## src/hdl/irim_pkg.sv

```systemverilog
// Shared types, constants and register codes of the image rotate inverse map block.
// Depends on nothing; every module of the block imports it.
package irim_pkg;

    // Fixed field widths
    localparam int CRD_W      = 9;   // col, row and output size fields
    localparam int CFG_DIM_W  = 9;   // source_cols, source_rows registers
    localparam int COEF_W     = 16;  // cos_theta, sin_theta registers
    localparam int PIX_W      = 24;
    localparam int CFG_IDX_W  = 2;
    localparam int CFG_DATA_W = 16;

    localparam int OUT_DIM_MAX = 511;

    // Parameter defaults
    localparam int DEF_MAX_COLS       = 256;
    localparam int DEF_MAX_ROWS       = 256;
    localparam int DEF_COEF_FRAC_BITS = 14;

    // Register indexes
    localparam logic [CFG_IDX_W-1:0] REG_SOURCE_COLS = 2'd0;
    localparam logic [CFG_IDX_W-1:0] REG_SOURCE_ROWS = 2'd1;
    localparam logic [CFG_IDX_W-1:0] REG_COS_THETA   = 2'd2;
    localparam logic [CFG_IDX_W-1:0] REG_SIN_THETA   = 2'd3;

    // Register reset values
    localparam logic [CFG_DIM_W-1:0] RST_SOURCE_COLS = 9'd256;
    localparam logic [CFG_DIM_W-1:0] RST_SOURCE_ROWS = 9'd256;
    localparam logic signed [COEF_W-1:0] RST_COS_THETA = 16'sd16384;
    localparam logic signed [COEF_W-1:0] RST_SIN_THETA = 16'sd0;

    // Request codes
    localparam logic REQ_LOAD = 1'b0;
    localparam logic REQ_READ = 1'b1;

    // Geometry pipeline settle time after a register write
    localparam int GEO_CNT_W = 3;
    localparam logic [GEO_CNT_W-1:0] GEO_LAT = 3'd7;

    // Result queue
    localparam int FIFO_DEPTH = 8;
    localparam int FIFO_PTR_W = $clog2(FIFO_DEPTH);
    localparam int FIFO_CNT_W = $clog2(FIFO_DEPTH + 1);

    typedef struct packed {
        logic signed [COEF_W-1:0] cos_v;
        logic signed [COEF_W-1:0] sin_v;
    } coef_t;

    typedef struct packed {
        logic [CRD_W-1:0] cols;
        logic [CRD_W-1:0] rows;
    } dims_t;

    typedef struct packed {
        logic [PIX_W-1:0] pixel;
        logic             outside;
    } out_beat_t;

endpackage

```

## src/hdl/irim_map.sv

```systemverilog
// Per-item pipeline: inverse mapping of output pixels, frame store access, result forming.
// Depends on irim_pkg for widths, request codes and shared types.
module irim_map #(
    parameter int MAX_COLS       = irim_pkg::DEF_MAX_COLS,
    parameter int MAX_ROWS       = irim_pkg::DEF_MAX_ROWS,
    parameter int COEF_FRAC_BITS = irim_pkg::DEF_COEF_FRAC_BITS,
    parameter int DIM_W          = 9,
    parameter int OFF_W          = 16,
    parameter int ADDR_W         = 16
) (
    input  logic                       aclk,
    input  logic                       aresetn,
    input  logic                       in_vld,
    input  logic                       in_type,
    input  logic [irim_pkg::CRD_W-1:0] in_col,
    input  logic [irim_pkg::CRD_W-1:0] in_row,
    input  logic [irim_pkg::PIX_W-1:0] in_pix,
    input  logic [DIM_W-1:0]           c_dim,
    input  logic [DIM_W-1:0]           r_dim,
    input  irim_pkg::coef_t            coef,
    input  logic signed [OFF_W-1:0]    nx,
    input  logic signed [OFF_W-1:0]    ny,
    output logic                       mem_en,
    output logic                       mem_we,
    output logic [ADDR_W-1:0]          mem_addr,
    output logic [irim_pkg::PIX_W-1:0] mem_wdata,
    input  logic [irim_pkg::PIX_W-1:0] mem_rdata,
    output logic                       res_push,
    output irim_pkg::out_beat_t        res_beat
);
    import irim_pkg::*;

    localparam int U_W   = ((OFF_W > CRD_W) ? OFF_W : CRD_W) + 2;
    localparam int MUL_W = U_W + COEF_W;
    localparam int SUM_W = MUL_W + 1;
    localparam int LIM_W = (DIM_W > CRD_W) ? DIM_W : CRD_W;
    localparam logic signed [SUM_W-1:0] BIAS   = SUM_W'(2 ** COEF_FRAC_BITS - 1);
    localparam logic signed [SUM_W-1:0] ZERO_S = '0;
    localparam logic [ADDR_W-1:0] COLS_A = ADDR_W'(MAX_COLS);
    localparam logic [LIM_W-1:0]  COLS_L = LIM_W'(MAX_COLS);
    localparam logic [LIM_W-1:0]  ROWS_L = LIM_W'(MAX_ROWS);

    // Stage A: output pixel plus offset
    logic                    a_vld_reg, a_read_reg;
    logic [CRD_W-1:0]        a_col_reg, a_row_reg;
    logic [PIX_W-1:0]        a_pix_reg;
    logic signed [U_W-1:0]   a_u_reg, a_v_reg, a_u_next, a_v_next;

    always_comb begin
        a_u_next = U_W'($signed({1'b0, in_col})) + U_W'(nx);
        a_v_next = U_W'($signed({1'b0, in_row})) + U_W'(ny);
    end

    always_ff @(posedge aclk) begin
        a_read_reg <= (in_type == REQ_READ);
        a_col_reg  <= in_col;
        a_row_reg  <= in_row;
        a_pix_reg  <= in_pix;
        a_u_reg    <= a_u_next;
        a_v_reg    <= a_v_next;
    end

    // Stage B: rotation products
    logic                    b_vld_reg, b_read_reg;
    logic [CRD_W-1:0]        b_col_reg, b_row_reg;
    logic [PIX_W-1:0]        b_pix_reg;
    logic signed [MUL_W-1:0] u_ext, v_ext, cos_ext, sin_ext;
    logic signed [MUL_W-1:0] uc_next, vs_next, us_next, vc_next;
    logic signed [MUL_W-1:0] uc_reg, vs_reg, us_reg, vc_reg;

    always_comb begin
        u_ext   = MUL_W'(a_u_reg);
        v_ext   = MUL_W'(a_v_reg);
        cos_ext = MUL_W'(coef.cos_v);
        sin_ext = MUL_W'(coef.sin_v);
        uc_next = u_ext * cos_ext;
        vs_next = v_ext * sin_ext;
        us_next = u_ext * sin_ext;
        vc_next = v_ext * cos_ext;
    end

    always_ff @(posedge aclk) begin
        b_read_reg <= a_read_reg;
        b_col_reg  <= a_col_reg;
        b_row_reg  <= a_row_reg;
        b_pix_reg  <= a_pix_reg;
        uc_reg     <= uc_next;
        vs_reg     <= vs_next;
        us_reg     <= us_next;
        vc_reg     <= vc_next;
    end

    // Stage C: source point sums, then truncate, range check and address the store
    logic                    c_vld_reg, c_read_reg;
    logic [CRD_W-1:0]        c_col_reg, c_row_reg;
    logic [PIX_W-1:0]        c_pix_reg;
    logic signed [SUM_W-1:0] sx_next, sy_next, sx_reg, sy_reg;
    logic signed [SUM_W-1:0] sx_bias, sy_bias, sx_t, sy_t, c_lim, r_lim;
    logic                    src_hit, load_ok;

    always_comb begin
        sx_next = SUM_W'(uc_reg) - SUM_W'(vs_reg);
        sy_next = SUM_W'(us_reg) + SUM_W'(vc_reg);
    end

    always_ff @(posedge aclk) begin
        c_read_reg <= b_read_reg;
        c_col_reg  <= b_col_reg;
        c_row_reg  <= b_row_reg;
        c_pix_reg  <= b_pix_reg;
        sx_reg     <= sx_next;
        sy_reg     <= sy_next;
    end

    always_comb begin
        // Truncate toward zero: bias negative values before the arithmetic shift
        sx_bias = sx_reg[SUM_W-1] ? BIAS : ZERO_S;
        sy_bias = sy_reg[SUM_W-1] ? BIAS : ZERO_S;
        sx_t    = (sx_reg + sx_bias) >>> COEF_FRAC_BITS;
        sy_t    = (sy_reg + sy_bias) >>> COEF_FRAC_BITS;
        c_lim   = SUM_W'($signed({1'b0, c_dim}));
        r_lim   = SUM_W'($signed({1'b0, r_dim}));
        src_hit = !sx_t[SUM_W-1] && (sx_t < c_lim) && !sy_t[SUM_W-1] && (sy_t < r_lim);
        load_ok = (LIM_W'(c_col_reg) < COLS_L) && (LIM_W'(c_row_reg) < ROWS_L);

        mem_we    = !c_read_reg;
        mem_en    = c_vld_reg && (c_read_reg ? src_hit : load_ok);
        mem_wdata = c_pix_reg;
        if (c_read_reg) begin
            mem_addr = $unsigned(ADDR_W'(sy_t)) * COLS_A + $unsigned(ADDR_W'(sx_t));
        end else begin
            mem_addr = ADDR_W'(c_row_reg) * COLS_A + ADDR_W'(c_col_reg);
        end
    end

    // Stage D: read data returns; zero the pixel when outside
    logic d_vld_reg, d_outside_reg;

    always_ff @(posedge aclk) begin
        d_outside_reg <= !src_hit;
    end

    always_ff @(posedge aclk) begin
        if (!aresetn) begin
            a_vld_reg <= 1'b0;
            b_vld_reg <= 1'b0;
            c_vld_reg <= 1'b0;
            d_vld_reg <= 1'b0;
        end else begin
            a_vld_reg <= in_vld;
            b_vld_reg <= a_vld_reg;
            c_vld_reg <= b_vld_reg;
            d_vld_reg <= c_vld_reg && c_read_reg;
        end
    end

    assign res_push         = d_vld_reg;
    assign res_beat.pixel   = d_outside_reg ? '0 : mem_rdata;
    assign res_beat.outside = d_outside_reg;

endmodule

```

## config.mk

```make
export PLATFORM = sky130hd
export DESIGN_NAME = irim_map
export DESIGN_NICKNAME = d
export VERILOG_FILES = /design/src/hdl/irim_pkg.sv /design/src/hdl/irim_map.sv
export SDC_FILE = /design/constraint.sdc
export NUM_CORES = 2
export LEC_CHECK = 0
export BUFFER_PORTS_ARGS = -buffer_cell sky130_fd_sc_hd__buf_2
export CORE_ASPECT_RATIO = 0.75
export CORE_MARGIN = 2
export CORE_UTILIZATION = 65
export DETAILED_ROUTE_END_ITERATION = 8
export PLACE_DENSITY = 0.92
export SYNTH_ARGS = -nofsm -noshare
export SYNTH_HDL_FRONTEND = slang
export SYNTH_SLANG_ARGS = --single-unit
export TNS_END_PERCENT = 10
```

## constraint.sdc

```tcl
create_clock -name aclk -period 7.4 [get_ports aclk]
set_clock_uncertainty 0.05 [all_clocks]
set_input_delay 0 -clock aclk [delete_from_list [all_inputs] [get_ports aclk]]
set_output_delay 0 -clock aclk [all_outputs]
set_load 0.02 [all_outputs]
```

==> impl_metrics.tcl <==
set metrics [dict create \
    grt_pass1_vias 47700 \
    fin_crit_sh 0.995 \
    cp-end-kind "flop" \
    synth_top_cell_by_area "fa_1" \
    grt_usage 0.375 \
    drt-wirelength-per-cell_microns 21.8 \
    ys.warnings.count 0 \
    final_antenna_net_count 0 \
    fill_cells 5660 \
    crit_top_cell "fa_1" \
    path_delay_family "adder cells" \
    yosysSeqAreaShare 0.133 \
    drive_above_1_share 0.0660 \
    via_per_inst 5.95 \
    layout.area.seq_sq_um 7370 \
    worst_ep_required_time_ps 7810 \
    clk_latency_ps 620 \
    syn_inst 5953 \
    worst_slack_ps 39.8 \
    cts.sinks 368 \
    cts_tree "built" \
    cts_root_buf "clkbuf_16" \
    maxCapViolations 0 \
    dp.cells 7167 \
    clk_path_buf_depth 3 \
    synth.top_cell.area_share 0.401 \
    worstPathArrival_ps 7770 \
    syn2layout_area_growth_pct 8.59 \
    fin_nets 7921 \
    first_pass_iters 9 \
    finalHoldViolCount 5 \
    hp-class "in -> reg" \
    hold_start "in_pix[10]" \
    grt_pass1_wl_microns 255000 \
    core_sq_um 84300 \
    grt_start_max_net_pins 35 \
    die_area_sq_um 87700 \
    syn_area_per_cell_sq_um 9.31 \
    synth-edff-count 0 \
    stdcell_count 7365 \
    synth_nets 7685 \
    worst-path-max-fanout 13 \
    start_util 0.658 \
    outcome "finished with violations" \
    drc 60 \
    final_area_sq_um 60200 \
    violations "DRC, hold timing" \
    final_core_util 0.714 \
    worstPathCellList "buf_4 > and2_1 > ha_1 > inv_1 > fa_1 > inv_1 > fa_1 > fa_1 > fa_1 > inv_1 > fa_1 > inv_1 > ha_1 > a21o_1 > a21o_1 > a221oi_1 > a21oi_1 > o31a_1 > xnor2_1" \
    htree_levels 2 \
    placed_area_sq_um 57800 \
    synth.distinct_cells 87 \
    post-place-ws_ps 349 \
    whs_ps -22.8 \
    die_h_microns 257 \
    post-route-min-period_ps 7360 \
    r2r_start "a_v_reg[0]" \
    gp_congestion 1.02 \
    cts-buffers-inserted 38 \
    syn_area_sq_um 55400 \
    hpwl_microns 119000 \
    ys_async_sr_fraction 0 \
    startpoint "a_v_reg[0]" \
    fmax_mhz 136 \
    path_class "reg -> reg" \
    num_rows 92 \
    antenna_found_initial 25 \
    critPathMaxStageDelay_ps 860 \
    drt_iter0_drc 4570 \
    fp.dieW_microns 341 \
    yosys_most_used_dff "dfxtp_1" \
    tightest_slew_ps 1300 \
    synth-seq-cells 368 \
    ios 220 \
    routed_wirelength_microns 160000 \
    overflow 0 \
    synthTopCellsByArea "fa_1 (40%), dfxtp_1 (13%), ha_1 (11%), inv_1 (9.0%), and2_1 (5.9%)" \
    critPathBufInv 5 \
    port_buffers 219 \
    max_slew_margin 0.126 \
    cpMaxStageDelayCell "dfxtp_1" \
    final-setup-viol-count 0 \
    startpoint_type "flop" \
    dr_total_vias 43800 \
    multiInputGateArea_sq_um 42300 \
    path_clk_slew_ps 70 \
    slew_viol_final 0 \
]
==> path summary, 6_finish.rpt <==
path                    to  slack, ps  cells past startpoint
min reg2reg  mem_wdata[17]        280                      0
max             vs_reg[27]         40                     19
min          a_pix_reg[10]        -20                      2
max reg2reg     vs_reg[27]         40                     19
==> worst register-to-register path: stages, from the launching register on <==
cell      delay [ps]
dfxtp_1          860
buf_4            280
and2_1           130
ha_1             140
inv_1            160
fa_1             760
inv_1            150
fa_1             430
fa_1             490
fa_1             520
inv_1            140
fa_1             550
inv_1             60
ha_1             360
a21o_1           200
a21o_1           190
a221oi_1         570
a21oi_1          280
o31a_1           430
xnor2_1          500
==> placed cells by master, fill, tap and decap left out, types with 9 or more instances in the layout <==
cell,n
inv_1,1327
xnor2_1,200
nand4_1,30
or3_1,10
a31oi_1,17
diode_2,22
o21a_1,33
o21ai_0,104
clkbuf_16,39
buf_4,83
nand2_1,634
fa_1,1109
xor2_1,55
a21boi_0,11
o211ai_1,10
a211oi_1,33
nand2b_1,34
o2111ai_1,11
dlygate4sd3_1,109
nand3_1,48
buf_2,219
ha_1,471
nor2_1,185
a21oi_1,182
and2_1,526
dfxtp_1,362
and3_1,32
a21o_1,68
o31ai_1,9
o21bai_1,20
nor3_1,37
nor2b_1,43
==> stage by stage <==
stage | TNS [ps] | hold WS, ps
after global placement | 0 | 51.7
after global routing | -469 | 1.72
after floorplan | 0 | -22.3
after CTS | 0 | 0.485
after detailed placement | 0 | 54.1
final | 0 | -22.8
==> area by class of cell <==
type | instances | area share
repair buffers | 413 | 0.0472
well taps | 1128 | 0.0234
clock buffers | 48 | 0.0173
inverters | 1330 | 0.0829
flip-flops and latches | 368 | 0.123
multi-input cells | 4038 | 0.702
diodes | 22 | 0.000915
clock inverters | 18 | 0.00372
==> synthesized netlist by cell type (10+ instances only) <==
| cell type | number |
|---|---|
| o21a_1 | 33 |
| o21bai_1 | 20 |
| nand2b_1 | 34 |
| nor2b_1 | 43 |
| o2111ai_1 | 11 |
| o31ai_1 | 10 |
| clkbuf_1 | 211 |
| a31oi_1 | 17 |
| fa_1 | 1109 |
| nor2_1 | 185 |
| nand4_1 | 30 |
| and3_1 | 32 |
| ha_1 | 471 |
| nor3_1 | 37 |
| xnor2_1 | 200 |
| xor2_1 | 55 |
| dfxtp_1 | 368 |
| o211ai_1 | 10 |
| a21boi_0 | 12 |
| inv_1 | 1327 |
| and2_1 | 526 |
| a211oi_1 | 33 |
| a21o_1 | 68 |
| a21oi_1 | 182 |
| nand2_1 | 634 |
| nand3_1 | 48 |
| o21ai_0 | 104 |
| or3_1 | 10 |
==> what timing repair did <==
item	CTS	global route
setup buffers	0	0
hold buffers	103	6
resized for setup	0	8
hold endpoints to repair	81	6
endpoints found under the setup margin	0	6
==> layer usage <==
| layer | vias to the layer above | track usage | routed length [microns] |
|---|---|---|---|
| met5 | - | 0.0186 | 196 |
| met4 | 12 | 0.227 | 11900 |
| met3 | 859 | 0.138 | 21500 |
| met2 | 2981 | 0.567 | 70300 |
| met1 | 21500 | 0.460 | 56400 |
| li1 | 18500 | - | - |
==> cells by family (layout without fill, tap and decap cells) <==
| logic type | count (synthesis) | count (layout) | synth area share |
|---|---|---|---|
| xor+xnor | 255 | 255 | 0.0403 |
| simple gates | 1610 | 1610 | 0.144 |
| mux | 9 | 9 | 0.00178 |
| flops | 368 | 368 | 0.133 |
| buf+inv | 1547 | 1809 | 0.105 |
| compound gates | 584 | 584 | 0.0695 |
| fa+ha+maj | 1580 | 1580 | 0.507 |
| other cells | 0 | 22 | 0 |
Power is left out: the tool's default activity adds up to more than one toggle a clock period on the data nets, which glitch-free logic cannot reach.
