File: config.mk
export PLATFORM = sky130hd
export DESIGN_NAME = irim_geometry
export DESIGN_NICKNAME = d
export VERILOG_FILES = /design/src/hdl/irim_pkg.sv /design/src/hdl/irim_geometry.sv
export SDC_FILE = /design/constraint.sdc
export NUM_CORES = 2
export LEC_CHECK = 0
export ABC_AREA = 1
export BUFFER_PORTS_ARGS = -buffer_cell sky130_fd_sc_hd__buf_2
export CAP_MARGIN = 5
export CORE_MARGIN = 1.5
export CORE_UTILIZATION = 55
export DETAILED_ROUTE_END_ITERATION = 8
export GPL_TIMING_DRIVEN = 0
export PLACE_DENSITY = 0.82
export SYNTH_ARGS = -nofsm -noshare
export SYNTH_HDL_FRONTEND = slang
export SYNTH_SLANG_ARGS = --single-unit
File: constraint.sdc
create_clock -name aclk -period 6.88 [get_ports aclk]
set_input_delay 2.064 -clock aclk [delete_from_list [all_inputs] [get_ports aclk]]
set_output_delay 2.064 -clock aclk [all_outputs]
set_load 0.1 [all_outputs]
File: src/hdl/irim_pkg.sv
// Shared types, constants and register codes of the image rotate inverse map block.
// Depends on nothing; every module of the block imports it.
package irim_pkg;

    // Fixed field widths
    localparam int CRD_W      = 9;   // col, row and output size fields
    localparam int CFG_DIM_W  = 9;   // source_cols, source_rows registers
    localparam int COEF_W     = 16;  // cos_theta, sin_theta registers
    localparam int PIX_W      = 24;
    localparam int CFG_IDX_W  = 2;
    localparam int CFG_DATA_W = 16;

    localparam int OUT_DIM_MAX = 511;

    // Parameter defaults
    localparam int DEF_MAX_COLS       = 256;
    localparam int DEF_MAX_ROWS       = 256;
    localparam int DEF_COEF_FRAC_BITS = 14;

    // Register indexes
    localparam logic [CFG_IDX_W-1:0] REG_SOURCE_COLS = 2'd0;
    localparam logic [CFG_IDX_W-1:0] REG_SOURCE_ROWS = 2'd1;
    localparam logic [CFG_IDX_W-1:0] REG_COS_THETA   = 2'd2;
    localparam logic [CFG_IDX_W-1:0] REG_SIN_THETA   = 2'd3;

    // Register reset values
    localparam logic [CFG_DIM_W-1:0] RST_SOURCE_COLS = 9'd256;
    localparam logic [CFG_DIM_W-1:0] RST_SOURCE_ROWS = 9'd256;
    localparam logic signed [COEF_W-1:0] RST_COS_THETA = 16'sd16384;
    localparam logic signed [COEF_W-1:0] RST_SIN_THETA = 16'sd0;

    // Request codes
    localparam logic REQ_LOAD = 1'b0;
    localparam logic REQ_READ = 1'b1;

    // Geometry pipeline settle time after a register write
    localparam int GEO_CNT_W = 3;
    localparam logic [GEO_CNT_W-1:0] GEO_LAT = 3'd7;

    // Result queue
    localparam int FIFO_DEPTH = 8;
    localparam int FIFO_PTR_W = $clog2(FIFO_DEPTH);
    localparam int FIFO_CNT_W = $clog2(FIFO_DEPTH + 1);

    typedef struct packed {
        logic signed [COEF_W-1:0] cos_v;
        logic signed [COEF_W-1:0] sin_v;
    } coef_t;

    typedef struct packed {
        logic [CRD_W-1:0] cols;
        logic [CRD_W-1:0] rows;
    } dims_t;

    typedef struct packed {
        logic [PIX_W-1:0] pixel;
        logic             outside;
    } out_beat_t;

endpackage

File: src/hdl/irim_geometry.sv
// Configuration registers and the pipelined bounding-box / output-size computation.
// Depends on irim_pkg for field widths, register codes and shared types.
module irim_geometry #(
    parameter int MAX_COLS       = irim_pkg::DEF_MAX_COLS,
    parameter int MAX_ROWS       = irim_pkg::DEF_MAX_ROWS,
    parameter int COEF_FRAC_BITS = irim_pkg::DEF_COEF_FRAC_BITS,
    parameter int DIM_W          = 9,
    parameter int OFF_W          = 16
) (
    input  logic                            aclk,
    input  logic                            aresetn,
    input  logic                            cfg_wr_en,
    input  logic [irim_pkg::CFG_IDX_W-1:0]  cfg_index,
    input  logic [irim_pkg::CFG_DATA_W-1:0] cfg_wdata,
    output logic                            geo_ready,
    output logic [DIM_W-1:0]                c_dim,
    output logic [DIM_W-1:0]                r_dim,
    output irim_pkg::coef_t                 coef,
    output logic signed [OFF_W-1:0]         nx,
    output logic signed [OFF_W-1:0]         ny,
    output irim_pkg::dims_t                 out_size
);
    import irim_pkg::*;

    localparam int PROD_W = DIM_W + 1 + COEF_W;
    localparam int GEO_W  = PROD_W + 3;
    localparam int CMP_W  = (DIM_W > CFG_DIM_W) ? DIM_W : CFG_DIM_W;
    localparam int HALF_I = 2 ** (COEF_FRAC_BITS - 1);
    localparam logic [CMP_W-1:0] MAX_COLS_C = CMP_W'(MAX_COLS);
    localparam logic [CMP_W-1:0] MAX_ROWS_C = CMP_W'(MAX_ROWS);
    localparam logic signed [GEO_W-1:0] HALF_G = GEO_W'(HALF_I);
    localparam logic signed [GEO_W-1:0] ZERO_G = '0;
    localparam logic signed [GEO_W-1:0] ONE_G  = GEO_W'(1);
    localparam logic signed [GEO_W-1:0] DMAX_G = GEO_W'(OUT_DIM_MAX);
    localparam logic [COEF_FRAC_BITS-1:0] HALF_F = COEF_FRAC_BITS'(HALF_I);

    function automatic logic signed [GEO_W-1:0] min4(
        input logic signed [GEO_W-1:0] a, input logic signed [GEO_W-1:0] b,
        input logic signed [GEO_W-1:0] c, input logic signed [GEO_W-1:0] d);
        logic signed [GEO_W-1:0] m;
        m = a;
        if (b < m) m = b;
        if (c < m) m = c;
        if (d < m) m = d;
        return m;
    endfunction

    function automatic logic signed [GEO_W-1:0] max4(
        input logic signed [GEO_W-1:0] a, input logic signed [GEO_W-1:0] b,
        input logic signed [GEO_W-1:0] c, input logic signed [GEO_W-1:0] d);
        logic signed [GEO_W-1:0] m;
        m = a;
        if (b > m) m = b;
        if (c > m) m = c;
        if (d > m) m = d;
        return m;
    endfunction

    // Round to nearest, ties to even
    function automatic logic signed [GEO_W-1:0] rnd_even(input logic signed [GEO_W-1:0] v);
        logic signed [GEO_W-1:0] fl;
        logic [COEF_FRAC_BITS-1:0] fr;
        fl = v >>> COEF_FRAC_BITS;
        fr = v[COEF_FRAC_BITS-1:0];
        if (fr > HALF_F) return fl + ONE_G;
        if (fr == HALF_F && fl[0]) return fl + ONE_G;
        return fl;
    endfunction

    function automatic logic [CRD_W-1:0] clamp_dim(input logic signed [GEO_W-1:0] r);
        logic signed [GEO_W-1:0] w;
        w = r + ONE_G;
        if (w < ONE_G) return CRD_W'(1);
        if (w > DMAX_G) return CRD_W'(OUT_DIM_MAX);
        return w[CRD_W-1:0];
    endfunction

    // Configuration registers
    logic [CFG_DIM_W-1:0]     src_cols_reg, src_rows_reg;
    logic signed [COEF_W-1:0] cos_reg, sin_reg;
    logic [GEO_CNT_W-1:0]     stale_cnt_reg, stale_cnt_next;

    always_ff @(posedge aclk) begin
        if (!aresetn) begin
            src_cols_reg <= RST_SOURCE_COLS;
            src_rows_reg <= RST_SOURCE_ROWS;
            cos_reg      <= RST_COS_THETA;
            sin_reg      <= RST_SIN_THETA;
        end else if (cfg_wr_en) begin
            case (cfg_index)
                REG_SOURCE_COLS: src_cols_reg <= cfg_wdata[CFG_DIM_W-1:0];
                REG_SOURCE_ROWS: src_rows_reg <= cfg_wdata[CFG_DIM_W-1:0];
                REG_COS_THETA:   cos_reg <= $signed(cfg_wdata[COEF_W-1:0]);
                REG_SIN_THETA:   sin_reg <= $signed(cfg_wdata[COEF_W-1:0]);
                default: ;
            endcase
        end
    end

    // Hold off items until the new geometry has flushed through
    always_comb begin
        stale_cnt_next = stale_cnt_reg;
        if (cfg_wr_en) begin
            stale_cnt_next = GEO_LAT;
        end else if (stale_cnt_reg != '0) begin
            stale_cnt_next = stale_cnt_reg - GEO_CNT_W'(1);
        end
    end

    always_ff @(posedge aclk) begin
        if (!aresetn) begin
            stale_cnt_reg <= GEO_LAT;
        end else begin
            stale_cnt_reg <= stale_cnt_next;
        end
    end

    assign geo_ready = (stale_cnt_reg == '0);

    // Stage 1: effective source size
    logic [CMP_W-1:0] cols_cmp, rows_cmp;
    logic [DIM_W-1:0] c_dim_next, r_dim_next, c_dim_reg, r_dim_reg;
    coef_t            coef_reg;

    always_comb begin
        cols_cmp = CMP_W'(src_cols_reg);
        rows_cmp = CMP_W'(src_rows_reg);
        if (src_cols_reg == '0) c_dim_next = DIM_W'(1);
        else if (cols_cmp > MAX_COLS_C) c_dim_next = DIM_W'(MAX_COLS);
        else c_dim_next = DIM_W'(cols_cmp);
        if (src_rows_reg == '0) r_dim_next = DIM_W'(1);
        else if (rows_cmp > MAX_ROWS_C) r_dim_next = DIM_W'(MAX_ROWS);
        else r_dim_next = DIM_W'(rows_cmp);
    end

    always_ff @(posedge aclk) begin
        c_dim_reg      <= c_dim_next;
        r_dim_reg      <= r_dim_next;
        coef_reg.cos_v <= cos_reg;
        coef_reg.sin_v <= sin_reg;
    end

    // Stage 2: corner products
    logic signed [PROD_W-1:0] c_ext, r_ext, cos_ext, sin_ext;
    logic signed [PROD_W-1:0] cc_next, cs_next, rc_next, rs_next;
    logic signed [PROD_W-1:0] cc_reg, cs_reg, rc_reg, rs_reg;

    always_comb begin
        c_ext   = PROD_W'($signed({1'b0, c_dim_reg}));
        r_ext   = PROD_W'($signed({1'b0, r_dim_reg}));
        cos_ext = PROD_W'(coef_reg.cos_v);
        sin_ext = PROD_W'(coef_reg.sin_v);
        cc_next = c_ext * cos_ext;
        cs_next = c_ext * sin_ext;
        rc_next = r_ext * cos_ext;
        rs_next = r_ext * sin_ext;
    end

    always_ff @(posedge aclk) begin
        cc_reg <= cc_next;
        cs_reg <= cs_next;
        rc_reg <= rc_next;
        rs_reg <= rs_next;
    end

    // Stage 3: rotated corners
    logic signed [GEO_W-1:0] x0_next, x1_next, x2_next, y0_next, y1_next, y2_next;
    logic signed [GEO_W-1:0] x0_reg, x1_reg, x2_reg, y0_reg, y1_reg, y2_reg;

    always_comb begin
        x0_next = GEO_W'(rs_reg);
        x1_next = GEO_W'(cc_reg) + GEO_W'(rs_reg);
        x2_next = GEO_W'(cc_reg);
        y0_next = GEO_W'(rc_reg);
        y1_next = GEO_W'(rc_reg) - GEO_W'(cs_reg);
        y2_next = ZERO_G - GEO_W'(cs_reg);
    end

    always_ff @(posedge aclk) begin
        x0_reg <= x0_next;
        x1_reg <= x1_next;
        x2_reg <= x2_next;
        y0_reg <= y0_next;
        y1_reg <= y1_next;
        y2_reg <= y2_next;
    end

    // Stage 4: bounding box
    logic signed [GEO_W-1:0] minx_reg, maxx_reg, miny_reg, maxy_reg;
    logic signed [GEO_W-1:0] minx_next, maxx_next, miny_next, maxy_next;

    always_comb begin
        minx_next = min4(x0_reg, x1_reg, x2_reg, ZERO_G);
        maxx_next = max4(x0_reg, x1_reg, x2_reg, ZERO_G);
        miny_next = min4(y0_reg, y1_reg, y2_reg, ZERO_G);
        maxy_next = max4(y0_reg, y1_reg, y2_reg, ZERO_G);
    end

    always_ff @(posedge aclk) begin
        minx_reg <= minx_next;
        maxx_reg <= maxx_next;
        miny_reg <= miny_next;
        maxy_reg <= maxy_next;
    end

    // Stage 5: spans and offsets before rounding
    logic signed [GEO_W-1:0] spanx_next, spany_next, offx_next, offy_next;
    logic signed [GEO_W-1:0] spanx_reg, spany_reg, offx_reg, offy_reg;

    always_comb begin
        spanx_next = maxx_reg - minx_reg + HALF_G;
        spany_next = maxy_reg - miny_reg + HALF_G;
        offx_next  = minx_reg + HALF_G;
        offy_next  = miny_reg + HALF_G;
    end

    always_ff @(posedge aclk) begin
        spanx_reg <= spanx_next;
        spany_reg <= spany_next;
        offx_reg  <= offx_next;
        offy_reg  <= offy_next;
    end

    // Stage 6: round, clamp
    dims_t                   size_next, size_reg;
    logic signed [OFF_W-1:0] nx_next, ny_next, nx_reg, ny_reg;

    always_comb begin
        size_next.cols = clamp_dim(rnd_even(spanx_reg));
        size_next.rows = clamp_dim(rnd_even(spany_reg));
        nx_next        = OFF_W'(rnd_even(offx_reg));
        ny_next        = OFF_W'(rnd_even(offy_reg));
    end

    always_ff @(posedge aclk) begin
        size_reg <= size_next;
        nx_reg   <= nx_next;
        ny_reg   <= ny_next;
    end

    assign c_dim    = c_dim_reg;
    assign r_dim    = r_dim_reg;
    assign coef     = coef_reg;
    assign nx       = nx_reg;
    assign ny       = ny_reg;
    assign out_size = size_reg;

endmodule

==> flow_metrics.tcl <==
set metrics [dict create \
    reg2regPathDepth 23 \
    cp_slowest_cell "clkbuf_1" \
    grt_max_degree 16 \
    drive_above_1_share_pct 5.53 \
    antenna_found_initial 1 \
    largest_register_ff_count 32 \
    min_path_type "flip-flop to flip-flop" \
    cts_max_level 3 \
    die_x_um 308 \
    pwr-share-comb_pct 59.6 \
    die_area_mm2 0.0946 \
    fin_skew_ns 0.0296 \
    cts_tree "built" \
    hold_viol_final 0 \
    p_switching_uw 11600 \
    worstSetupStartpointType "flip-flop" \
    relSlewSlack_pct 23.6 \
    ctsHoldBuffers 0 \
    grt_pass1_vias 41500 \
    critPathKind "flip-flop to flip-flop" \
    post-route-period-util_pct 96.7 \
    numCtsBuffers 70 \
    synth-seq-area-share_pct 25.1 \
    power_frac_clock_pct 16.9 \
    critPathMaxFanout 10 \
    cp_common_cell "fa_1" \
    clock-sinks 640 \
    holdPathStages 0 \
    worstSetupPathDepth 23 \
    power_density_mw_per_mm2 417 \
    postCtsSetupBuffers 0 \
    dr.pass1.iters 8 \
    dieHeight_um 308 \
    grt.overflow.total 0 \
    drcViolationCount 0 \
    drt_iter0_markers 3005 \
    antenna_left 0 \
    num_io_pins 122 \
    dp_hpwl_mm 104 \
    seqPwrFrac_pct 23.5 \
    clk_latency_ns 0.67 \
    area_growth_pct 9.05 \
    routed_wl_mm 128 \
    gp_congestion 0.960 \
    power.leakage_uw 0.0313 \
    core_mm2 0.0918 \
    num_rows 111 \
    vias 41200 \
    cts_root_buf "clkbuf_16" \
    grt_pass1_wl_mm 208 \
    fill_cells 7777 \
    peakVddDrop_mv 0.555 \
    p_int_uw 11600 \
    worstPathRequired_ns 7.45 \
    via_per_inst 5.26 \
    worst-path-buf-inv 5 \
    maxSlewViolCount 0 \
    yosysUniqueCellTypes 56 \
    worst_ep_arrival_time_ns 7.22 \
    switching_share_pct 50.1 \
    critical-path-max-stage-delay_ns 0.62 \
    start_util_pct 55.6 \
    end_kind "flip-flop" \
    yosysWarnings 0 \
    setup_violations 0 \
    grtUsageTotal_pct 27.6 \
    synth_seq_cells 640 \
    fmaxAchievable_mhz 150 \
    worst-slew-pin-transition_ns 1.15 \
    drv_cap 0 \
    status "finished clean" \
    port_buffers 121 \
    netlist_instances 6346 \
    syn_area_per_cell_um2 8.04 \
    rsz0062_at_grt "true" \
    fin_hold_ws_ns 0.332 \
    routedWlPerCell_um 16.4 \
    power_uw 23200 \
    nNetsFinal 7614 \
    crit_family "adder cells" \
    post-route-min-period_ns 6.65 \
    netlist_area_mm2 0.0510 \
    cts_buffer_depth 3 \
    path_cells "clkbuf_1 > clkbuf_2 > nand2_1 > fa_1 > inv_1 > fa_1 > inv_1 > fa_1 > inv_1 > fa_1 > fa_1 > ha_1 > nand2_1 > a21oi_1 > nor2_1 > o221ai_1 > a21oi_1 > o21ai_0 > a31oi_1 > o21ai_0 > a21oi_1 > o21ai_0 > xor2_1" \
    path_clk_slew_ns 0.07 \
]
==> area by class of cell <==
cell class	count	area (um2)	share of cell area, %
well taps	1243	1560	2.79
inverters	1407	5280	9.49
multi-input cells	4118	32200	57.8
diodes	4	10.0	0.0180
plain buffers	178	812	1.46
flip-flops and latches	640	12800	23.0
clock inverters	36	462	0.830
repair buffers	121	606	1.09
clock buffers	88	1940	3.49
==> synthesized netlist by cell type (all sizes together) <==
cell type  number  area share [%]
dfxtp         640              25
a21o           13            0.19
conb            1          0.0073
nand2        1338              10
clkinv          4           0.029
nand3b          6           0.088
and3            3           0.037
o41ai           1           0.017
a211oi         55            0.81
nor4           26            0.32
o221ai          5           0.086
o221a           1           0.022
nand3         189             1.9
o31ai           3           0.044
a2111oi         1           0.017
a41oi           1           0.017
fa            492              19
ha            565              14
a221oi          2           0.034
o211a           2           0.039
nor3b           3           0.044
and2            2           0.025
buf            34            0.44
nor4b           1           0.017
nor3           59            0.61
o211ai          7            0.10
o21a            6           0.088
o21ai         258             2.5
nor2          286             2.1
a211o           1           0.017
xor2          236             4.1
xnor2          82             1.4
or3             2           0.025
clkbuf        148             1.1
inv          1403              10
a21oi         371             3.9
a31oi          19            0.23
o21bai         16            0.24
or2             8           0.098
nand4          46            0.58
a21boi         10            0.15
==> timing repair <==
item                                   4_1_cts  5_1_grt
gates resized for setup                      1       63
endpoints found under the hold margin        0        0
setup endpoints to repair                    1       40
==> power groups by stage <==
stage	clock [uW]	combinational [uW]	sequential, uW
2_1_floorplan	0	9440	6240
3_3_place_gp	0	13300	5470
3_5_place_dp	0	13600	5510
4_1_cts	3980	13700	5430
5_1_grt	4130	15500	5530
6_report	3930	13800	5450
==> metrics by stage <==
step / util [%] / setup slack (ns) / cells / instance area (um2) / setup TNS (ns)
3_3_place_gp: 57.9 / 0.111 / 7711 / 53200 / 0
5_1_grt: 60.6 / -0.0487 / 7831 / 55600 / -0.0487
3_5_place_dp: 57.9 / 0.0253 / 7711 / 53200 / 0
6_report: 60.6 / 0.229 / 7835 / 55600 / 0
2_1_floorplan: - / 0.630 / 6347 / 51000 / 0
4_1_cts: 60.6 / 0.00359 / 7835 / 55600 / 0
==> placed cells by master, fill, tap and decap left out, types with 8 or more instances in the layout <==
cell	netlist	layout
a21o_1	13	13
ha_1	565	565
clkbuf_1	148	126
clkbuf_8	0	8
xnor2_1	82	82
a211oi_1	55	55
nor3_1	56	56
nand4_1	45	45
o21ai_0	250	250
nor2_1	283	283
fa_1	492	492
buf_2	12	133
inv_1	1403	1403
buf_6	8	8
a21oi_1	330	329
xor2_1	236	236
a21oi_2	41	42
clkbuf_2	0	32
a31oi_1	19	19
clkbuf_16	0	72
nor4_1	26	26
dfxtp_1	640	640
o21bai_1	16	16
a21boi_0	10	10
nand3_1	186	186
clkinv_2	0	12
nand2_1	1326	1326
==> path summary, 6_finish.rpt <==
| path | from | slack, ns | to |
|---|---|---|---|
| max | coef[25]$_DFF_P_ | 0.23 | cc_reg[24]$_DFF_P_ |
| min | rs_reg[7]$_DFF_P_ | 0.33 | x0_reg[7]$_DFF_P_ |
| max reg2reg | coef[25]$_DFF_P_ | 0.23 | cc_reg[24]$_DFF_P_ |
| min reg2reg | rs_reg[7]$_DFF_P_ | 0.33 | x0_reg[7]$_DFF_P_ |
==> kinds of logic after synthesis <==
group           after synthesis  synth area share, %
fa+ha+maj                  1057                 33.2
compound gates              772                 8.57
xor+xnor                    318                 5.46
flops                       640                 25.1
simple gates               1969                 15.8
buf+inv                    1589                 11.9
other cells                   1              0.00735
==> routing by layer <==
metal	global-route usage (%)	part of all wire (%)	vias up
met5	0	0	-
met4	16.0	6.3	0
met3	4.28	6.7	385
met2	46.6	47	1486
met1	33.5	41	19500
li1	-	-	19900
Power figures use the tool's default switching activity.
