File: config.mk
export PLATFORM = sky130hd
export DESIGN_NAME = irim_out_fifo
export DESIGN_NICKNAME = d
export VERILOG_FILES = /design/src/hdl/irim_pkg.sv /design/src/hdl/irim_out_fifo.sv
export SDC_FILE = /design/constraint.sdc
export NUM_CORES = 1
export LEC_CHECK = 0
export BUFFER_PORTS_ARGS = -buffer_cell sky130_fd_sc_hd__buf_2
export CAP_MARGIN = 40
export CORE_AREA = 2 2 138 140
export DETAILED_ROUTE_END_ITERATION = 16
export DIE_AREA = 0 0 140 142
export PLACE_DENSITY_LB_ADDON = 0.1
export SETUP_SLACK_MARGIN = 0.4
export SLEW_MARGIN = 20
export SYNTH_ARGS = -nofsm -noshare
export SYNTH_HDL_FRONTEND = slang
export SYNTH_SLANG_ARGS = --single-unit
File: constraint.sdc
create_clock -name aclk -period 7.85 [get_ports aclk]
set_clock_uncertainty 0.2 [all_clocks]
set_input_delay 0 -clock aclk [delete_from_list [all_inputs] [get_ports aclk]]
set_output_delay 0 -clock aclk [all_outputs]
set_load 0.01 [all_outputs]
File: src/hdl/irim_pkg.sv
// Shared types, constants and register codes of the image rotate inverse map block.
// Depends on nothing; every module of the block imports it.
package irim_pkg;

    // Fixed field widths
    localparam int CRD_W      = 9;   // col, row and output size fields
    localparam int CFG_DIM_W  = 9;   // source_cols, source_rows registers
    localparam int COEF_W     = 16;  // cos_theta, sin_theta registers
    localparam int PIX_W      = 24;
    localparam int CFG_IDX_W  = 2;
    localparam int CFG_DATA_W = 16;

    localparam int OUT_DIM_MAX = 511;

    // Parameter defaults
    localparam int DEF_MAX_COLS       = 256;
    localparam int DEF_MAX_ROWS       = 256;
    localparam int DEF_COEF_FRAC_BITS = 14;

    // Register indexes
    localparam logic [CFG_IDX_W-1:0] REG_SOURCE_COLS = 2'd0;
    localparam logic [CFG_IDX_W-1:0] REG_SOURCE_ROWS = 2'd1;
    localparam logic [CFG_IDX_W-1:0] REG_COS_THETA   = 2'd2;
    localparam logic [CFG_IDX_W-1:0] REG_SIN_THETA   = 2'd3;

    // Register reset values
    localparam logic [CFG_DIM_W-1:0] RST_SOURCE_COLS = 9'd256;
    localparam logic [CFG_DIM_W-1:0] RST_SOURCE_ROWS = 9'd256;
    localparam logic signed [COEF_W-1:0] RST_COS_THETA = 16'sd16384;
    localparam logic signed [COEF_W-1:0] RST_SIN_THETA = 16'sd0;

    // Request codes
    localparam logic REQ_LOAD = 1'b0;
    localparam logic REQ_READ = 1'b1;

    // Geometry pipeline settle time after a register write
    localparam int GEO_CNT_W = 3;
    localparam logic [GEO_CNT_W-1:0] GEO_LAT = 3'd7;

    // Result queue
    localparam int FIFO_DEPTH = 8;
    localparam int FIFO_PTR_W = $clog2(FIFO_DEPTH);
    localparam int FIFO_CNT_W = $clog2(FIFO_DEPTH + 1);

    typedef struct packed {
        logic signed [COEF_W-1:0] cos_v;
        logic signed [COEF_W-1:0] sin_v;
    } coef_t;

    typedef struct packed {
        logic [CRD_W-1:0] cols;
        logic [CRD_W-1:0] rows;
    } dims_t;

    typedef struct packed {
        logic [PIX_W-1:0] pixel;
        logic             outside;
    } out_beat_t;

endpackage

File: src/hdl/irim_out_fifo.sv
// Small result queue that decouples the mapping pipeline from the result channel.
// Depends on irim_pkg for the queue depth and the result beat type.
module irim_out_fifo (
    input  logic                aclk,
    input  logic                aresetn,
    input  logic                push,
    input  irim_pkg::out_beat_t push_beat,
    input  logic                pop,
    output logic                not_empty,
    output irim_pkg::out_beat_t head_beat
);
    import irim_pkg::*;

    out_beat_t              fifo_arr [FIFO_DEPTH];
    logic [FIFO_PTR_W-1:0]  wr_ptr_reg, rd_ptr_reg;
    logic [FIFO_CNT_W-1:0]  cnt_reg, cnt_next;

    always_ff @(posedge aclk) begin
        if (push) begin
            fifo_arr[wr_ptr_reg] <= push_beat;
        end
    end

    always_comb begin
        cnt_next = cnt_reg + FIFO_CNT_W'(push) - FIFO_CNT_W'(pop);
    end

    always_ff @(posedge aclk) begin
        if (!aresetn) begin
            wr_ptr_reg <= '0;
            rd_ptr_reg <= '0;
            cnt_reg    <= '0;
        end else begin
            if (push) wr_ptr_reg <= wr_ptr_reg + FIFO_PTR_W'(1);
            if (pop)  rd_ptr_reg <= rd_ptr_reg + FIFO_PTR_W'(1);
            cnt_reg <= cnt_next;
        end
    end

    assign not_empty = (cnt_reg != '0);
    assign head_beat = fifo_arr[rd_ptr_reg];

endmodule

==> results.md, run 1 <==
* Port-buffer cells at 54
* Via density per instance at 5.44
* Seq cells post-synth at between 200 and 250
* Global placement routability congestion at 0.658
* RSZ-0062 raised after global routing: no
* H-tree depth at 1
* Largest family of logic cells by synthesized area: multiplexers
* Simple-Gate Fraction of Synth Area at 0.0173
* Later-pin clock latency in the skew report at 490 ps
* Initial Util at 0.451
* I/O pin cnt at 55
* Routed Wire Length at 15,100 microns
* CTS Buffer Depth at 3
* Clock net sink count at 213
* Synth Area in XOR/XNOR at 0.00526
* Die area at around 0.020 sq mm
* Total Nets Final at 499
* # fillers at 1,435
* CP Capture Type: primary output
* Synth area leaders: edfxtp_1, mux4_1, mux2_2
* WHS Path Cells at 2
* DRC viols at 7
* Synthesized area at 0.00833 sq mm
* Final setup fails at 0
* Chip Height at 142 microns
* Global-route wire length before repair at 23,800 microns
* Peak VDD IR at ~0.00013 V
* Largest net degree at the start of global routing at 43
* Worst Setup EP: head_beat[14]
* Failing checks: design-rule violations
* 1st-pass router iterations at 10
* DP Wirelength at 8350 microns
* # diodes at 0
* Status: finished with violations
* Critical Path Fanout Max at 40
* Register area share after synthesis at 0.752
* Worst Path Arrival at 2410 ps
* P_leak at 3.39 nW
* CTS tree: done
* Initial antenna violation count at 0
* Normalized max-slew margin at 0.506
* CP startpoint kind: flop
* CTS resizes at 0
* Mean Syn Cell Area at 23.3 sq um
* Tot Pwr at between 2 and 3 mW
* Total negative setup slack at 0 ps
* Worst Tran Pin Value at 741 ps
* P per Cell Area at between 200 and 300 mW/mm^2
* Largest register FFs at 200
* CTS Buf Count at 22
* DR WL/cell at 21.3 microns
* Final critical-path required period at ~2600 ps
* FF-to-FF path depth at 8
* Register Area at 0.00627 sq mm
* Area growth syn-to-layout at 19.4%
* Reg2Reg Launch Point: cnt_reg[0]
* Drt initial violations at 362
* Top cell type's share of synthesized area at 0.721
* Antenna-violating nets left at 0
* Slew Viols, Final at 0
* Classification of the worst-slack hold path: in2reg
* Root Driver: clkbuf_16
* Total GRT Usage at 0.159
* Synth area leader: edfxtp_1
* Flop-to-flop setup slack at 5570 ps
* Grt total ovfl at 0
* Fin crit share at 0.332
* Netlist cell types at 22
* Synth Instances at 357
* Post-Syn Nets at approximately 400
* Share of cells above drive strength 1 at 0.282
* Adder-Cell Fraction of Synth Area at 0.0129
* Max Cap Viol at 0
* Multi-input gate area at 0.00196 sq mm
* Die X at 140 microns
* CTS clk-pin slew, worst paths at 60 ps
* Crit path kind: reg2out
* Reg-to-reg endpoint: cnt_reg[1]
* CP required at 7650 ps
* Vias in the first global route at between 4,000 and 5,000
* CORE AREA at 0.0185 sq mm
* FP Rows at 50
* Post-synthesis compound-gate area fraction at 0.00150
* Synth warnings at 0
* Final Hold Viols at 0
* Vias at 3,875
* Mux cell area share after synthesis at 0.195
* Max frequency at approximately 0.38 GHz
[worst max-delay path: stages, from the launching register on]
cell and delay [ps]:
dfxtp_2 310, buf_4 230, buf_16 300, mux4_1 620, mux2_2 290, buf_2 140
[layout make-up]
type,instances,area share
Clock inverter,7,0.00579
Inverter,7,0.00264
Clock buffer,33,0.0657
Timing Repair Buffer,97,0.0693
Tap cell,234,0.0294
Multi-Input combinational cell,121,0.197
Sequential cell,213,0.630
[power by group]
part | switching, mW | internal (mW)
Clock | 0.398 | 0.606
Combinational | 0.115 | 0.120
Sequential | 0.0111 | 1.28
Total | 0.524 | 2.01
[cells in the mapped netlist, drive strengths merged]
cell type	number
dfxtp	13
fa	1
mux2	25
nand2	5
nor2	6
mux2i	3
nand3	1
clkbuf	3
ha	7
xor2	2
nor3	2
nor2b	3
buf	13
edfxtp	200
a21o	1
xnor2	3
nand2b	4
and2	7
mux4	50
a21oi	1
inv	7
[routing by layer]
metal / share of wire / vias up / global-route usage
li1: - / 1733 / -
met1: 0.44 / 2043 / 0.212
met2: 0.51 / 73 / 0.277
met3: 0.037 / 26 / 0.0249
met4: 0.018 / 0 / 0.0409
met5: 0 / - / 0
[per-stage QoR]
stage / hold slack [ps] / utilization / cell area [sq um] / std cells / worst slack [ps]
2_1_floorplan: -101 / - / 8330 / 357 / 4980
6_report: 108 / 0.539 / 9950 / 712 / 5240
4_1_cts: 92.4 / 0.539 / 9950 / 712 / 5170
3_5_place_dp: 68.0 / 0.485 / 8940 / 643 / 5590
5_1_grt: 121 / 0.539 / 9950 / 712 / 5130
3_3_place_gp: 61.2 / 0.483 / 8910 / 641 / 5500
[how the worst min path moves through the flow]
stage                                  to           from  slack (ps)
after floorplan            fifo_arr[0][0]   push_beat[0]        -100
final                      fifo_arr[5][0]   push_beat[0]         110
after global placement    fifo_arr[0][17]  push_beat[17]          60
after detailed placement  fifo_arr[0][20]  push_beat[20]          70
after global routing       fifo_arr[3][2]   push_beat[2]         120
after CTS                  fifo_arr[1][2]   push_beat[2]          90
[cell families after synthesis]
group | count (synthesis)
muxes | 78
DFF | 213
and+or+nand+nor | 28
adders and majority gates | 8
AOI/OAI and AO/OA | 2
buffers and inverters | 23
xor gates and xnor gates | 5
[timing repair]
item	4_1_cts	5_1_grt
buffers inserted	0	0
hold buffers	29	0
hold endpoints to repair	218	0
[cell usage in the layout (no fill, tap or decap), types with 3 or more instances in the layout]
cell type      Yosys  final
clkinv_2           0      4
mux2i_1            3      3
mux2_2            25     25
nand2_1            5      5
xnor2_1            3      3
buf_2              0     54
clkbuf_16          0     23
nor2b_1            3      3
nor2_2             0      6
dfxtp_1           13     11
dlygate4sd3_1      0     29
clkbuf_1           3      6
mux4_1            50     50
and2_1             7      7
clkbuf_8           0      4
buf_4              0     12
edfxtp_1         200    200
inv_1              7      7
nand2b_1           4      4
ha_1               7      7
(Power assumes the default switching activity.)
==> inputs of run 2 (changes only) <==
==> constraint.sdc (replaced) <==
create_clock -name aclk -period 2.1 [get_ports aclk]
set_clock_uncertainty 0.2 [all_clocks]
set_input_delay 0 -clock aclk [delete_from_list [all_inputs] [get_ports aclk]]
set_output_delay 0 -clock aclk [all_outputs]
set_load 0.01 [all_outputs]
==> results.md, run 2 (synthesized netlist as in run 1, its figures left out) <==
* Status: finished with violations
* Failing checks: design-rule violations, negative setup slack
* Die area at around 0.020 sq mm
* # diodes at 0
* CTS Buf Count at 22
* Area growth syn-to-layout at 23.6%
* Worst Tran Pin Value at between 400 and 500 ps
* DP Wirelength at 8840 microns
* Routed Wire Length at 15,500 microns
* P per Cell Area at slightly above 900 mW/mm^2
* Grt total ovfl at 0
* Port-buffer cells at between 50 and 60
* DR WL/cell at 21.4 microns
* Peak VDD IR at approximately 0.00053 V
* Chip Height at 142 microns
* FP Rows at 50
* Met1 global-route usage at 0.230
* Final setup fails at 25
* Final Hold Viols at 0
* Vias at 3,800
* Root Driver: clkbuf_16
* Hold path startpoint: push_beat[8]
* DRC viols at 2
* Reg2Reg Launch Point: cnt_reg[0]
* Largest register FFs at 200
* 1st-pass router iterations at 12
* Die X at between 100 and 150 microns
* Drt initial violations at between 200 and 250
* Slew Viols, Final at 0
* CP startpoint kind: flop
* CTS clk-pin slew, worst paths at 60 ps
* Final critical-path required period at ~2300 ps
* Final WS setup at -215 ps
* Met3 usage at 0.0266
* Normalized max-slew margin at 0.682
* GR Layer Usage met2 at 0.273
* Placed Area at 0.00916 sq mm
* I/O pin cnt at between 50 and 60
* FF-to-FF path depth at 8
* Global placement routability congestion at 0.675
* Share of cells above drive strength 1 at 0.390
* Tot Pwr at between 9 and 10 mW
* Critical Path Fanout Max at 20
* Reg-to-reg endpoint: cnt_reg[2]
* Most common cell after layout, fill and taps aside: edfxtp_1
* Flop-to-flop setup slack at 350 ps
* CTS tree: done
* Fin crit share at 1.10
* Crit path kind: reg2out
* Most Used Layer, Global Route: met2
* DP Worst Slack at 242 ps
* Antenna-violating nets left at 0
* Largest net degree at the start of global routing at 33
* Max frequency at 0.432 GHz
* CTS Buffer Depth at 3
* Clock net sink count at 213
* Hold_ws at 105 ps
* Commonest cells after routing, fill and taps aside: edfxtp_1, buf_2, dlygate4sd3_1
* Later-pin clock latency in the skew report at 490 ps
* P_leak at 3.48 nW
* CP required at 1900 ps
* Classification of the worst-slack hold path: in2reg
* WHS Path Cells at 2
* Final core area utilization at 0.558
* Total GRT Usage at 0.163
* Global-route wire length before repair at 24,300 microns
* Initial Util at 0.451
* Initial antenna violation count at 0
* Design Area, Final at 0.0103 sq mm
* Vias in the first global route at 4,166
* Worst Path Arrival at 2110 ps
* H-tree depth at 1
* Post-placement cell count at 651
* Total Nets Final at 511
* CP Capture Type: primary output
* CORE AREA at 0.0185 sq mm
* Via density per instance at between 5 and 6
* Max Cap Viol at 0
* Non-Filler Instances at between 700 and 800
* Total negative setup slack at -3890 ps
* Sink of the worst hold path: fifo_arr[6][8]
* RSZ-0062 raised after global routing: yes
-- run 2: cell types whose count changed in the layout (fill, tap and decap cells not counted), sizes merged --
cell,before,now
dlygate4sd3,29,28
clkbuf,33,30
buf,68,81
clkinv,6,7
clkinvlp,0,2
-- run 2: repair_timing --
item                                    4_1_cts  5_1_grt
pin swaps                                     1        4
hold endpoints to repair                    216        0
cloned                                        2        0
buffers inserted                              3        0
hold buffers                                 28        0
gates resized for setup                      26       37
endpoints found under the setup margin       57       68
-- run 2: final cells by class --
| cell class | instances | area (sq um) |
|---|---|---|
| Fill cell | 1402 | 8160 |
| Sequential cell | 213 | 6280 |
| Multi-Input combinational cell | 121 | 1980 |
| Timing Repair Buffer | 109 | 1010 |
| Clock buffer | 30 | 632 |
| Tap cell | 234 | 293 |
| Clock inverter | 10 | 78.8 |
| Inverter | 7 | 28.8 |
-- run 2: power by group --
group | internal (mW) | leakage (nW) | total (mW) | switching, mW
Combinational | 0.589 | 1.20 | 1.07 | 0.480
Sequential | 4.78 | 1.93 | 4.84 | 0.0502
Clock | 2.23 | 0.349 | 3.72 | 1.49
Total | 7.60 | 3.48 | 9.62 | 2.02
-- run 2: worst max path at each step --
| stage | end | slack (ps) | depth (start not counted) |
|---|---|---|---|
| after floorplan | fifo_arr[3][0] | 200 | 2 |
| after global placement | head_beat[6] | 240 | 4 |
| after detailed placement | head_beat[6] | 240 | 4 |
| after CTS | head_beat[16] | -260 | 5 |
| after global routing | head_beat[23] | -280 | 4 |
| final | head_beat[23] | -210 | 4 |
-- run 2: worst max-delay path, cell delays in order, from the launching register on --
cell and delay [ps]:
dfxtp_4 390, buf_12 200, mux4_1 580, mux2_2 310, buf_2 140
-- run 2: routing by layer --
metal  vias to the layer above  wire, microns
li1                       1726              -
met1                      1981           7240
met2                        73           7510
met5                         -              0
met3                        20            543
met4                         0            234
==> inputs of run 3 (changes only) <==
--- a/config.mk
+++ b/config.mk
@@ -11,6 +11,7 @@
 export DETAILED_ROUTE_END_ITERATION = 16
 export DIE_AREA = 0 0 140 142
 export PLACE_DENSITY_LB_ADDON = 0.1
+export REMOVE_ABC_BUFFERS = 1
 export SETUP_SLACK_MARGIN = 0.4
 export SLEW_MARGIN = 20
 export SYNTH_ARGS = -nofsm -noshare
==> results.md, run 3 (synthesized netlist as in run 1, its figures left out) <==
* DR WL/cell at 22.7 microns
* Crit path largest cell delay at 530 ps
* DP Worst Slack at 201 ps
* CORE AREA at approximately 0.018 sq mm
* Commonest cells after routing, fill and taps aside: edfxtp_1, mux4_2, clkbuf_16, buf_2, buf_6
* CP Capture Type: primary output
* Initial Util at 0.451
* Slew Viols, Final at 0
* Max Cap Viol at 0
* P_leak at 3.58 nW
* Hold path startpoint: push_beat[14]
* Antenna-violating nets left at 0
* Vias at 3,893
* Flop-to-flop setup slack at 360 ps
* Worst Setup EP: head_beat[8]
* Initial antenna violation count at 1
* Tot Pwr at 10.2 mW
* Total Nets Final at about 520
* P per Cell Area at 960 mW/mm^2
* Final critical-path required period at roughly 2300 ps
* Vias in the first global route at 4,099
* Critical Path Fanout Max at 5
* CTS Buffer Depth at 3
* Worst Tran Pin Value at 439 ps
* Global placement routability congestion at 0.695
* FF-to-FF path depth at 8
* Area growth syn-to-layout at 26.9%
* CTS tree: done
* Final WS setup at -210 ps
* Routed Wire Length at 16,700 microns
* Classification of the worst-slack hold path: in2reg
* CTS Buf Count at 23
* Reg-to-reg endpoint: cnt_reg[2]
* H-tree depth at 1
* Largest net degree at the start of global routing at 39
* Slowest-stage cell, CP: mux4_2
* Most common cell after layout, fill and taps aside: edfxtp_1
* RSZ-0062 raised after global routing: yes
* Later-pin clock latency in the skew report at 490 ps
* Share of cells above drive strength 1 at 0.447
* FP Rows at 50
* Port-buffer cells at 54
* Grt total ovfl at 0
* Multi-input gate area at 0.00194 sq mm
* CP startpoint kind: flop
* CP required at 1900 ps
* DRC viols at 2
* Final Hold Viols at 0
* I/O pin cnt at 55
* Final setup fails at 25
* Register Area at roughly 0.0063 sq mm
* Fin crit share at 1.10
* Die X at 140 microns
* 1st-pass router iterations at 12
* Reg2Reg Launch Point: cnt_reg[0]
* Via density per instance at 5.28
* Clock net sink count at 213
* # fillers at 1,401
* Peak VDD IR at 0.000659 V
* Root Driver: clkbuf_16
* Design Area, Final at 0.0106 sq mm
* Total GRT Usage at 0.164
* Kind of cell adding the most delay to the critical path: multiplexers
* Placed Area at 0.00909 sq mm
* Critical-path cell list: buf_12, buf_16, mux4_2, mux2_4, buf_6
* Global-route wire length before repair at 24,400 microns
* Normalized max-slew margin at 0.707
* Failing checks: design-rule violations, negative setup slack
* Drt initial violations at 208
* Worst Path Arrival at 2110 ps
* Die area at 0.0199 sq mm
* Status: finished with violations
* Chip Height at 142 microns
* CTS clk-pin slew, worst paths at 60 ps
* Hold_ws at 95.8 ps
* Total negative setup slack at -4320 ps
* CP bufs+invs at 3
* Critical path depth at 5
* Max frequency at 0.433 GHz
* Crit path kind: reg2out
* DP Wirelength at 8560 microns
* Largest register FFs at 200
==> run 3: stage by stage <==
stage | cells | utilization
6_report | 738 | 0.573
5_1_grt | 738 | 0.573
4_1_cts | 727 | 0.555
3_5_place_dp | 650 | 0.493
3_3_place_gp | 650 | 0.493
2_1_floorplan | 341 | -
==> run 3: power by group <==
part	internal [mW]	leakage [nW]	total, mW	switching (mW)
clock network	2.47	0.366	4.03	1.55
logic	0.742	1.28	1.28	0.542
registers	4.79	1.93	4.84	0.0530
==> run 3: final cells by class <==
cell class / instances / area share
well taps: 234 / 0.0277
diodes: 1 / 0.000237
inverters: 7 / 0.00248
multi-input cells: 121 / 0.184
clock inverters: 10 / 0.0125
clock buffers: 32 / 0.0596
repair buffers: 120 / 0.120
flip-flops and latches: 213 / 0.593
==> run 3: what timing repair did <==
item / in CTS / in global routing
resized for setup: 38 / 92
endpoints found under the hold margin: 213 / 0
pin swaps: 5 / 5
cloned: 2 / 7
setup endpoints to repair: 43 / 71
setup buffers: 5 / 3
hold buffers: 28 / 0
==> run 3: worst register-to-register path, delay by kind of cell (launching register included) <==
kind	cells	cell delay (ps)
xor+xnor	1	150
fa+ha+maj	3	690
buf+inv	3	160
flops	1	310
simple gates	1	130
==> run 3: worst min-delay path by stage <==
stage | to | cells past startpoint
after floorplan | fifo_arr[0][0] | 0
after global placement | fifo_arr[5][14] | 1
after detailed placement | fifo_arr[2][24] | 1
after CTS | fifo_arr[7][14] | 2
after global routing | fifo_arr[1][17] | 2
final | fifo_arr[1][14] | 2
==> run 3: layer usage <==
layer,track usage,share of wire,vias to the layer above
met4,0.0431,0.019,0
met5,0,0,-
li1,-,-,1738
met2,0.273,0.49,83
met3,0.0246,0.037,30
met1,0.232,0.45,2042
